<file path="src/sv/bsc_pkg.sv">
// ============================================================================
// bsc_pkg
// Shared types and constants of the bilinear fixed-point image scaler.
// ============================================================================
`default_nettype none

package bsc_pkg;

    // Default capacities of the frame store and of the destination size.
    localparam int MAX_WIDTH_DEF  = 256;
    localparam int MAX_HEIGHT_DEF = 256;
    localparam int MAX_DST_DEF    = 4096;

    // Field widths.
    localparam int PIX_W      = 8;
    localparam int SRC_IDX_W  = 8;
    localparam int OUT_W      = 12;
    localparam int SW_CFG_W   = 9;
    localparam int DW_CFG_W   = 13;
    localparam int CFG_IDX_W  = 3;
    localparam int CFG_DATA_W = 13;

    // Configuration register indexes.
    localparam logic [CFG_IDX_W-1:0] REG_SRC_WIDTH  = 3'd0;
    localparam logic [CFG_IDX_W-1:0] REG_SRC_HEIGHT = 3'd1;
    localparam logic [CFG_IDX_W-1:0] REG_DST_WIDTH  = 3'd2;
    localparam logic [CFG_IDX_W-1:0] REG_DST_HEIGHT = 3'd3;

    localparam int SIZE_RESET = 256;
    localparam int MIN_SIZE   = 2;

    // Input item kinds.
    localparam logic ACT_LOAD = 1'b0;
    localparam logic ACT_EMIT = 1'b1;

    // 9.16 fixed point.
    localparam int FRAC_W = 16;
    localparam int POS_W  = 25;
    localparam int STEP_W = 24;
    localparam int INT_W  = POS_W - FRAC_W;
    localparam logic [POS_W-1:0] POS_HALF = 25'h0008000;

    // Step fraction bits that decide the half-pixel start.
    localparam int CHK_HI = 15;
    localparam int CHK_LO = 11;

    // Interpolation weights.
    localparam int WT_W       = 3;
    localparam int WW_W       = WT_W + 1;
    localparam int WT_SUM     = 8;
    localparam int WY_SCALE   = 1024;
    localparam int WY_W       = $clog2(WT_SUM * WY_SCALE + 1);
    localparam int HV_W       = PIX_W + WT_W;
    localparam int BL_W       = HV_W + WY_W + 1;
    localparam int ROUND_BIAS = 32'h8000;

    // Neighbour select codes: row then column.
    localparam logic [1:0] NB_00 = 2'b00;
    localparam logic [1:0] NB_01 = 2'b01;
    localparam logic [1:0] NB_10 = 2'b10;
    localparam logic [1:0] NB_11 = 2'b11;

    typedef struct packed {
        logic       load_wr;
        logic       div_go;
        logic       div_y;
        logic       div_minus2;
        logic       x_step_ld;
        logic       y_step_ld;
        logic       half;
        logic       rd_en;
        logic [1:0] rd_nb;
        logic       cap_p00;
        logic       cap_v0;
        logic       cap_p10;
        logic       cap_v1;
        logic       finish;
    } bsc_cmd_t;

    typedef struct packed {
        logic steps_ready;
        logic div_done;
        logic step_low_zero;
        logic height_same;
    } bsc_sts_t;

endpackage

`default_nettype wire

</file>
<file path="src/sv/bsc_ctrl.sv">
// ============================================================================
// bsc_ctrl
// Scaler controller: loads, step divisions at frame start, four store reads per pixel.
// ============================================================================
`default_nettype none

module bsc_ctrl
    import bsc_pkg::*;
(
    input  wire logic     clk,
    input  wire logic     rst_n,
    input  wire logic     start,
    input  wire logic     action,
    input  wire bsc_sts_t sts,
    output bsc_cmd_t      cmd,
    output logic          busy
);

    localparam logic [3:0] S_IDLE = 4'd0;
    localparam logic [3:0] S_DX1  = 4'd1;
    localparam logic [3:0] S_WX1  = 4'd2;
    localparam logic [3:0] S_DX2  = 4'd3;
    localparam logic [3:0] S_WX2  = 4'd4;
    localparam logic [3:0] S_DY1  = 4'd5;
    localparam logic [3:0] S_WY1  = 4'd6;
    localparam logic [3:0] S_DY2  = 4'd7;
    localparam logic [3:0] S_WY2  = 4'd8;
    localparam logic [3:0] S_RD0  = 4'd9;
    localparam logic [3:0] S_RD1  = 4'd10;
    localparam logic [3:0] S_RD2  = 4'd11;
    localparam logic [3:0] S_RD3  = 4'd12;
    localparam logic [3:0] S_MIX  = 4'd13;
    localparam logic [3:0] S_FIN  = 4'd14;

    logic [3:0] state_reg;
    logic [3:0] state_next;

    always_comb
    begin
        cmd        = '0;
        state_next = state_reg;
        unique case (state_reg)
            S_IDLE:
            begin
                if (start)
                begin
                    if (action == ACT_LOAD)
                        cmd.load_wr = 1'b1;
                    else if (sts.steps_ready)
                        state_next = S_RD0;
                    else
                        state_next = S_DX1;
                end
            end
            S_DX1:
            begin
                cmd.div_go = 1'b1;
                state_next = S_WX1;
            end
            S_WX1:
            begin
                if (sts.div_done)
                begin
                    if (sts.step_low_zero)
                    begin
                        state_next = S_DX2;
                    end
                    else
                    begin
                        cmd.x_step_ld = 1'b1;
                        state_next    = S_DY1;
                    end
                end
            end
            S_DX2:
            begin
                cmd.div_go     = 1'b1;
                cmd.div_minus2 = 1'b1;
                state_next     = S_WX2;
            end
            S_WX2:
            begin
                if (sts.div_done)
                begin
                    cmd.x_step_ld = 1'b1;
                    cmd.half      = 1'b1;
                    state_next    = S_DY1;
                end
            end
            S_DY1:
            begin
                cmd.div_go = 1'b1;
                cmd.div_y  = 1'b1;
                state_next = S_WY1;
            end
            S_WY1:
            begin
                if (sts.div_done)
                begin
                    // The vertical half-pixel start applies only when the heights differ.
                    if (!sts.height_same && sts.step_low_zero)
                    begin
                        state_next = S_DY2;
                    end
                    else
                    begin
                        cmd.y_step_ld = 1'b1;
                        state_next    = S_RD0;
                    end
                end
            end
            S_DY2:
            begin
                cmd.div_go     = 1'b1;
                cmd.div_y      = 1'b1;
                cmd.div_minus2 = 1'b1;
                state_next     = S_WY2;
            end
            S_WY2:
            begin
                if (sts.div_done)
                begin
                    cmd.y_step_ld = 1'b1;
                    cmd.half      = 1'b1;
                    state_next    = S_RD0;
                end
            end
            S_RD0:
            begin
                cmd.rd_en  = 1'b1;
                cmd.rd_nb  = NB_00;
                state_next = S_RD1;
            end
            S_RD1:
            begin
                cmd.rd_en   = 1'b1;
                cmd.rd_nb   = NB_01;
                cmd.cap_p00 = 1'b1;
                state_next  = S_RD2;
            end
            S_RD2:
            begin
                cmd.rd_en  = 1'b1;
                cmd.rd_nb  = NB_10;
                cmd.cap_v0 = 1'b1;
                state_next = S_RD3;
            end
            S_RD3:
            begin
                cmd.rd_en   = 1'b1;
                cmd.rd_nb   = NB_11;
                cmd.cap_p10 = 1'b1;
                state_next  = S_MIX;
            end
            S_MIX:
            begin
                cmd.cap_v1 = 1'b1;
                state_next = S_FIN;
            end
            S_FIN:
            begin
                cmd.finish = 1'b1;
                state_next = S_IDLE;
            end
            default:
            begin
                state_next = S_IDLE;
            end
        endcase
    end

    always_ff @(posedge clk or negedge rst_n)
    begin
        if (!rst_n)
            state_reg <= S_IDLE;
        else
            state_reg <= state_next;
    end

    assign busy = (state_reg != S_IDLE);

endmodule

`default_nettype wire

</file>
<file path="config.mk">
export PLATFORM = sky130hd
export DESIGN_NAME = bsc_ctrl
export DESIGN_NICKNAME = d
export VERILOG_FILES = /design/src/sv/bsc_pkg.sv /design/src/sv/bsc_ctrl.sv
export SDC_FILE = /design/constraint.sdc
export NUM_CORES = 1
export LEC_CHECK = 0
export BUFFER_PORTS_ARGS = -buffer_cell sky130_fd_sc_hd__buf_2
export CORE_AREA = 8 8 45 47
export DETAILED_ROUTE_END_ITERATION = 8
export DIE_AREA = 0 0 53 55
export MAX_ROUTING_LAYER = met4
export PLACE_DENSITY = 0.67
export SYNTH_ARGS = -nofsm -noshare
export SYNTH_HDL_FRONTEND = slang
export SYNTH_SLANG_ARGS = --single-unit
</file>
<file path="constraint.sdc">
create_clock -name clk -period 2.7 [get_ports clk]
set_input_delay 0.81 -clock clk [delete_from_list [all_inputs] [get_ports clk]]
set_output_delay 0.81 -clock clk [all_outputs]
set_load 0.01 [all_outputs]
</file>
==> results.md, run 1 <==
* Peak Freq at 394 MHz
* Setup Skew at 0.00486 ns
* DR vias at 567
* Worst Tran Pin Value at 0.518 ns
* Post-synthesis register bit count at 4
* Rel. slew slack at 0.655
* CTS tree: done
* Net count, final at 98
* CP max FO at 16
* Syn avg cell area at 7.55 um^2
* GRT overflow at 0
* First-pass GRT wire length at 2.25 mm
* Via/cell ratio at between 5 and 6
* Clock tree sinks at 4
* Arrival @ worst endpoint at 1.73 ns
* P&R area growth vs syn at 27.6%
* Placed Area at 613 um^2
* CTS clk-pin slew, worst paths at 0.04 ns
* First-pass iteration count of the detailed router at 4
* Maximum VDD drop at 0.425 mV
* Most frequent cells in the layout: buf_2 (23), nor2_1 (8)
* Power Internal at 384 uW
* Run status: completed
* Crit share post-route at 0.940
* WL final at 1.39 mm
* Sequential share of power at 0.260
* All-Layer GR Usage at 0.106
* Lkg Pwr at 0.000291 uW
* R2r startpoint: state_reg[1]
* Setup bufs post-CTS at 0
* Dpl hpwl at 1.08 mm
* Syn Inst Count at 66
* Clk Latency, worst-skew pair at 0.24 ns
* Net Sw Power at 410 uW
* Clock share of power at 0.095
* Most common cell after layout, fill and taps aside: buf_2
* Clock buffer count from CTS at 3
* DR WL/cell at around 13 um
* Setup TNS at 0 ns
* Gpl congestion at 0.809
* Combinational Power Share at 0.646
* Die X at about 53 um
* Max-slew violation total from the final report at 0
* Root Driver: clkbuf_4
* Yosys cell types at 34
* Initial DRC count at 16
* Switching Share at 0.516
* Sequential fraction of the synthesis area at 0.201
* RSZ-0062 raised after global routing: no
* ANT cells at 0
* Initial Utilization at 0.360
* CORE AREA at 1380 um^2
* Crit path kind: reg -> out
* Fraction of layout instances using a drive strength above 1 at 0.409
* R2R setup slack at ~1.2 ns
* Crit end category: output port
* Worst reg2reg path endpoint: state_reg[2]
* Syn Nets at 74
* FP Rows at 14
* Register Area at 100 um^2
* DR DRC count at 0
* Multi-input logic area at about 350 um^2
* Mapped Area at 498 um^2
* Chip height at 55 um
* I/O pins at 24
* Fin. Hold Viols at 0
* PwrDens at 1250 nW/um^2
* Max reg flops at 4
* Number of synthesis warnings at 0
* Worst endpoint required time at 1.89 ns
* Post-route ant nets at 0
* Filler cells at 138
* Post-CTS Hold Fix Bufs at 0
* Number of setup violations in the final report at 0
* Longest Clk Path Bufs at 2
* Htree depth at 1
* Finished Cell Area at 636 um^2
* IO Port Bufs at 23
* Worst hold path class: in -> async
* PostCTS Resize Cnt at 0
* DIE AREA at 2920 um^2
* Startpoint types: flip-flop
* Largest net degree at the start of global routing at 17
* Initial antenna violation count at 0
* Worst Reg-to-Reg Cells at 4
* Number of global-route vias before repair at about 520
* Final min period at 2.54 ns
* Max cap viols at 0
## cell families (layout without fill, tap and decap cells)
group / after synthesis / count (layout) / synth area share
and+or+nand+nor: 35 / 35 / 0.410
AOI/OAI and AO/OA: 16 / 16 / 0.261
buffers and inverters: 9 / 31 / 0.0930
DFF: 4 / 4 / 0.201
xor gates and xnor gates: 2 / 2 / 0.0352
## power groups by stage
stage	Sequential [uW]	Clock, uW	Combinational [uW]
final	206	75.2	513
after CTS	204	75.4	518
after global routing	221	76.7	571
after global placement	206	0	512
after floorplan	118	0	470
after detailed placement	204	0	516
## layer usage
metal | track usage | share of wire
met1 | 0.118 | 0.41
met3 | 0.0214 | 0.071
met4 | 0.0647 | 0.0072
met5 | - | 0
met2 | 0.170 | 0.51
## through the flow
step                      setup slack, ns  total power, uW  hold slack (ns)  instances   util
after global routing               0.0615              869            0.378        104  0.459
after floorplan                     0.362              589            0.514         66      -
after CTS                           0.165              797            0.367        104  0.459
after global placement              0.224              718            0.616        101  0.443
final                               0.163              794            0.364        104  0.459
after detailed placement            0.198              720            0.616        101  0.443
## cell usage after synthesis, drive strengths merged
master | number | share of area
and3 | 1 | 0.013
nor4b | 2 | 0.035
clkbuf | 1 | 0.0075
dfrtp | 4 | 0.20
inv | 3 | 0.023
or2 | 1 | 0.013
a32oi | 1 | 0.055
o211ai | 2 | 0.030
buf | 5 | 0.063
o221a | 1 | 0.023
nor4 | 1 | 0.025
or3 | 2 | 0.035
nor3 | 3 | 0.030
o21ai | 2 | 0.020
nand3 | 1 | 0.010
o22ai | 1 | 0.013
xnor2 | 1 | 0.018
nand3b | 1 | 0.015
nand2 | 5 | 0.043
a311o | 1 | 0.020
nor2 | 8 | 0.060
and2 | 4 | 0.050
nor2b | 1 | 0.013
xor2 | 1 | 0.018
o32ai | 1 | 0.018
a31oi | 2 | 0.025
nand2b | 3 | 0.038
a21oi | 5 | 0.058
nor3b | 2 | 0.030
## worst max-delay path by stage
stage,startpoint,end,depth (start not counted)
CTS,state_reg[1],cmd[10],4
global placement,sts[1],cmd[9],5
finish,state_reg[1],cmd[10],4
floorplan,sts[1],cmd[10],3
detailed placement,sts[1],cmd[10],5
global route,state_reg[2],cmd[14],4
## critical path, stage by stage, from the launching register on
cell     delay (ns)
dfrtp_1        0.66
nor3b_1        0.31
a21oi_1        0.07
nor4b_1        0.27
buf_2          0.19
## cell type report
cell class,count,area share
clock buffers,3,0.0354
repair buffers,25,0.205
flip-flops and latches,4,0.157
well taps,16,0.0315
inverters,3,0.0177
multi-input cells,53,0.553
Note: power is estimated with default switching activity, not from simulation.
==> inputs of run 2 (changes only) <==
--- a/config.mk
+++ b/config.mk
@@ -5,11 +5,11 @@
 export SDC_FILE = /design/constraint.sdc
 export NUM_CORES = 1
 export LEC_CHECK = 0
+export ABC_AREA = 1
 export BUFFER_PORTS_ARGS = -buffer_cell sky130_fd_sc_hd__buf_2
 export CORE_AREA = 8 8 45 47
 export DETAILED_ROUTE_END_ITERATION = 8
 export DIE_AREA = 0 0 53 55
-export MAX_ROUTING_LAYER = met4
 export PLACE_DENSITY = 0.67
 export SYNTH_ARGS = -nofsm -noshare
 export SYNTH_HDL_FRONTEND = slang
==> run 2 against run 1 <==
First-iteration DRC count fell by 44%. Die area did not move. Combinational power shrank 0.8%. Critical path type unchanged. Clock power grew 5.3%. Via count is 11% higher. Clock-buffer cell count unchanged. Largest power group unchanged. Largest cell class unchanged.
==> results.md, run 2 <==
* Maximum VDD drop at 0.492 mV (+16%)
* Root Driver: clkbuf_4
* ANT cells at 0 (unchanged)
* P&R area growth vs syn at 31.3%
* Run status: completed
* Syn avg cell area at 5.59 um^2 (-26%)
* DR DRC count at 0 (unchanged)
* Lkg Pwr at 0.000447 uW (+54%)
* IO Port Bufs at 23 (unchanged)
* First-pass GRT wire length at 2.30 mm (+2.1%)
* Crit path kind: reg -> out
* Number of setup violations in the final report at 0 (unchanged)
* Top cells by area, synth: nand2_1 (22%), dfrtp_1 (20%), nor2_1 (10%)
* Max reg flops at 4 (unchanged)
* Worst endpoint required time at 1.89 ns (about the same)
* Finished Cell Area at 661 um^2 (+3.9%)
* All-Layer GR Usage at 0.104 (-0.00159)
* Gpl congestion at 0.817 (+1.0%)
* Peak Freq at 428 MHz (+8.6%)
* Placed Area at 638 um^2 (+4.1%)
* DR vias at 631 (+11%)
* Die X at 53 um (unchanged)
* Htree depth at 1 (unchanged)
* Most frequent cells in the layout: nand2_1 (30), buf_2 (23), nor2_1 (14)
* Via/cell ratio at 4.78 (-12%)
* Post-synthesis register bit count at 4 (unchanged)
* Arrival @ worst endpoint at 1.53 ns (-0.20 ns)
* CTS tree: done
* Tot Pwr at 741 uW (-6.7%)
* I/O pins at 24 (unchanged)
* Post-synth EDFFs at 0 (unchanged)
* DR WL/cell at 10.9 um (-19%)
* Longest Clk Path Bufs at 2 (unchanged)
* Ranking of synthesized cells by instance count: nand2_1 (30), nor2_1 (14), inv_1 (12)
* Max cap viols at 0 (unchanged)
* Max-slew violation total from the final report at 0 (unchanged)
* Fin. Hold Viols at 0 (unchanged)
* Syn Inst Count at 90 (+36%)
* Chip height at 55 um (unchanged)
* Initial Utilization at 0.363 (+0.00362)
* Synth top area share at 0.224 (+0.0229)
* Crit end category: output port
* Post-CTS Hold Fix Bufs at 0 (unchanged)
* Setup bufs post-CTS at 0 (unchanged)
* Initial antenna violation count at 0 (unchanged)
* Final min period at 2.34 ns (-0.202 ns)
* Synth area leader: nand2_1
* Worst hold path class: in -> async
* Setup Skew at 0.00826 ns (+0.00341 ns)
* Initial DRC count at 9 (-7)
* First-pass iteration count of the detailed router at 5 (+1)
* GRT overflow at 0 (unchanged)
* Most common cell after layout, fill and taps aside: nand2_1
* Fraction of layout instances using a drive strength above 1 at 0.379 (-0.0298)
* Yosys cell types at 17 (-50%)
* Largest net degree at the start of global routing at 8 (-9)
* Setup TNS at 0 ns (unchanged)
* WL final at 1.43 mm (+3.2%)
* Place WS at 0.476 ns (+0.278 ns)
* Net count, final at 126 (+29%)
* Clock tree sinks at 4 (unchanged)
* DIE AREA at 2920 um^2 (unchanged)
* CORE AREA at 1380 um^2 (unchanged)
* PostCTS Resize Cnt at 0 (unchanged)
* CTS clk-pin slew, worst paths at 0.04 ns (about the same)
* PwrDens at 1120 nW/um^2 (-10%)
* Most frequent cell after synthesis: nand2_1
* Worst Reg-to-Reg Cells at 8 (+4)
* Clk Latency, worst-skew pair at 0.25 ns (about the same)
* Top FF cell, synth: dfrtp_1
* Rel. slew slack at 0.791 (+0.137)
* Mapped Area at 503 um^2 (+1.0%)
* Filler cells at 159 (+15%)
* Dpl hpwl at 1.18 mm (+9.3%)
* FP Rows at 14 (unchanged)
* Worst Tran Pin Value at 0.313 ns (-0.205 ns)
* Crit share post-route at 0.865 (-0.0747)
* Number of synthesis warnings at 0 (unchanged)
* Setup ws final at 0.365 ns (+0.202 ns)
* Number of global-route vias before repair at 591 (+15%)
* RSZ-0062 raised after global routing: no
* Sequential fraction of the synthesis area at 0.199 (-0.00200)
* Clock buffer count from CTS at 3 (unchanged)
* CP max FO at 7 (-9)
* Syn Nets at 98 (+32%)
* Startpoint types: flip-flop
* Synth async-reset ratio at 1.00 (unchanged)
* Post-route ant nets at 0 (unchanged)
## run 2: changes by cell type in the layout (fill, tap and decap cells not counted), sizes merged, moves of 2 or more
cell | previous run | this run
a21oi | 5 | 3
a31oi | 2 | 0
and2 | 4 | 0
buf | 25 | 23
inv | 3 | 16
nand2 | 5 | 34
nand2b | 3 | 0
nand3 | 1 | 7
nand4 | 0 | 2
nor2 | 8 | 19
nor4b | 2 | 0
o211ai | 2 | 0
or3 | 2 | 0
## run 2: worst max-delay path, stage by stage, from the launching register on
cell and delay, ns:
dfrtp_1 0.46, inv_1 0.10, nor2_2 0.19, nand2_1 0.15, o21ai_1 0.10, inv_1 0.07, nor2_1 0.08, buf_2 0.13
## run 2: where the power goes
group	total [uW]	leakage (uW)	internal (uW)	switching, uW
Sequential	153	0.0000501	90.4	62.5
Combinational	509	0.000383	184	325
Clock	79.2	0.0000138	50.0	29.2
Total	741	0.000447	324	417
## run 2: area by class of cell
cell class,instances,area [um^2],share of cell area
clock buffer,3,22.5,0.0341
sequential,4,100,0.152
multi-input combinational,69,339,0.513
inverter,17,63.8,0.0966
tap,16,20.0,0.0303
timing repair buffer,23,115,0.174
## run 2: final timing paths
path,startpoint,endpoint,slack (ns)
setup / recovery,state_reg[2],cmd[10],0.36
hold / removal,rst_n,state_reg[0],0.36
setup reg to reg,state_reg[1],state_reg[3],1.34
hold reg to reg,state_reg[0],state_reg[0],0.63
max in group asynchronous,rst_n,state_reg[3],2.21
min in group clk,state_reg[0],state_reg[0],0.63
## run 2: cell families (layout without fill, tap and decap cells)
kind of cell | after synthesis | after routing | synth area share
buffers and inverters | 17 | 43 | 0.127
AND/OR/NAND/NOR | 65 | 65 | 0.619
flip-flops | 4 | 4 | 0.199
AO/OA/AOI/OAI | 4 | 4 | 0.0547
## run 2: per-stage QoR
step	hold WS, ns	utilization	cells
detailed placement	0.622	0.461	129
floorplan	0.514	-	90
CTS	0.365	0.477	132
global route	0.367	0.477	132
finish	0.362	0.477	132
global placement	0.613	0.461	129
## run 2: layer usage
layer  vias up  wire length, um  share of wire  global-route usage
met3         3              101          0.070              0.0348
met1       275              597           0.42               0.108
met4         0               22          0.015              0.0647
met2        20              712           0.50               0.178
li1        333                -              -                   -
met5         -                0              0                   0
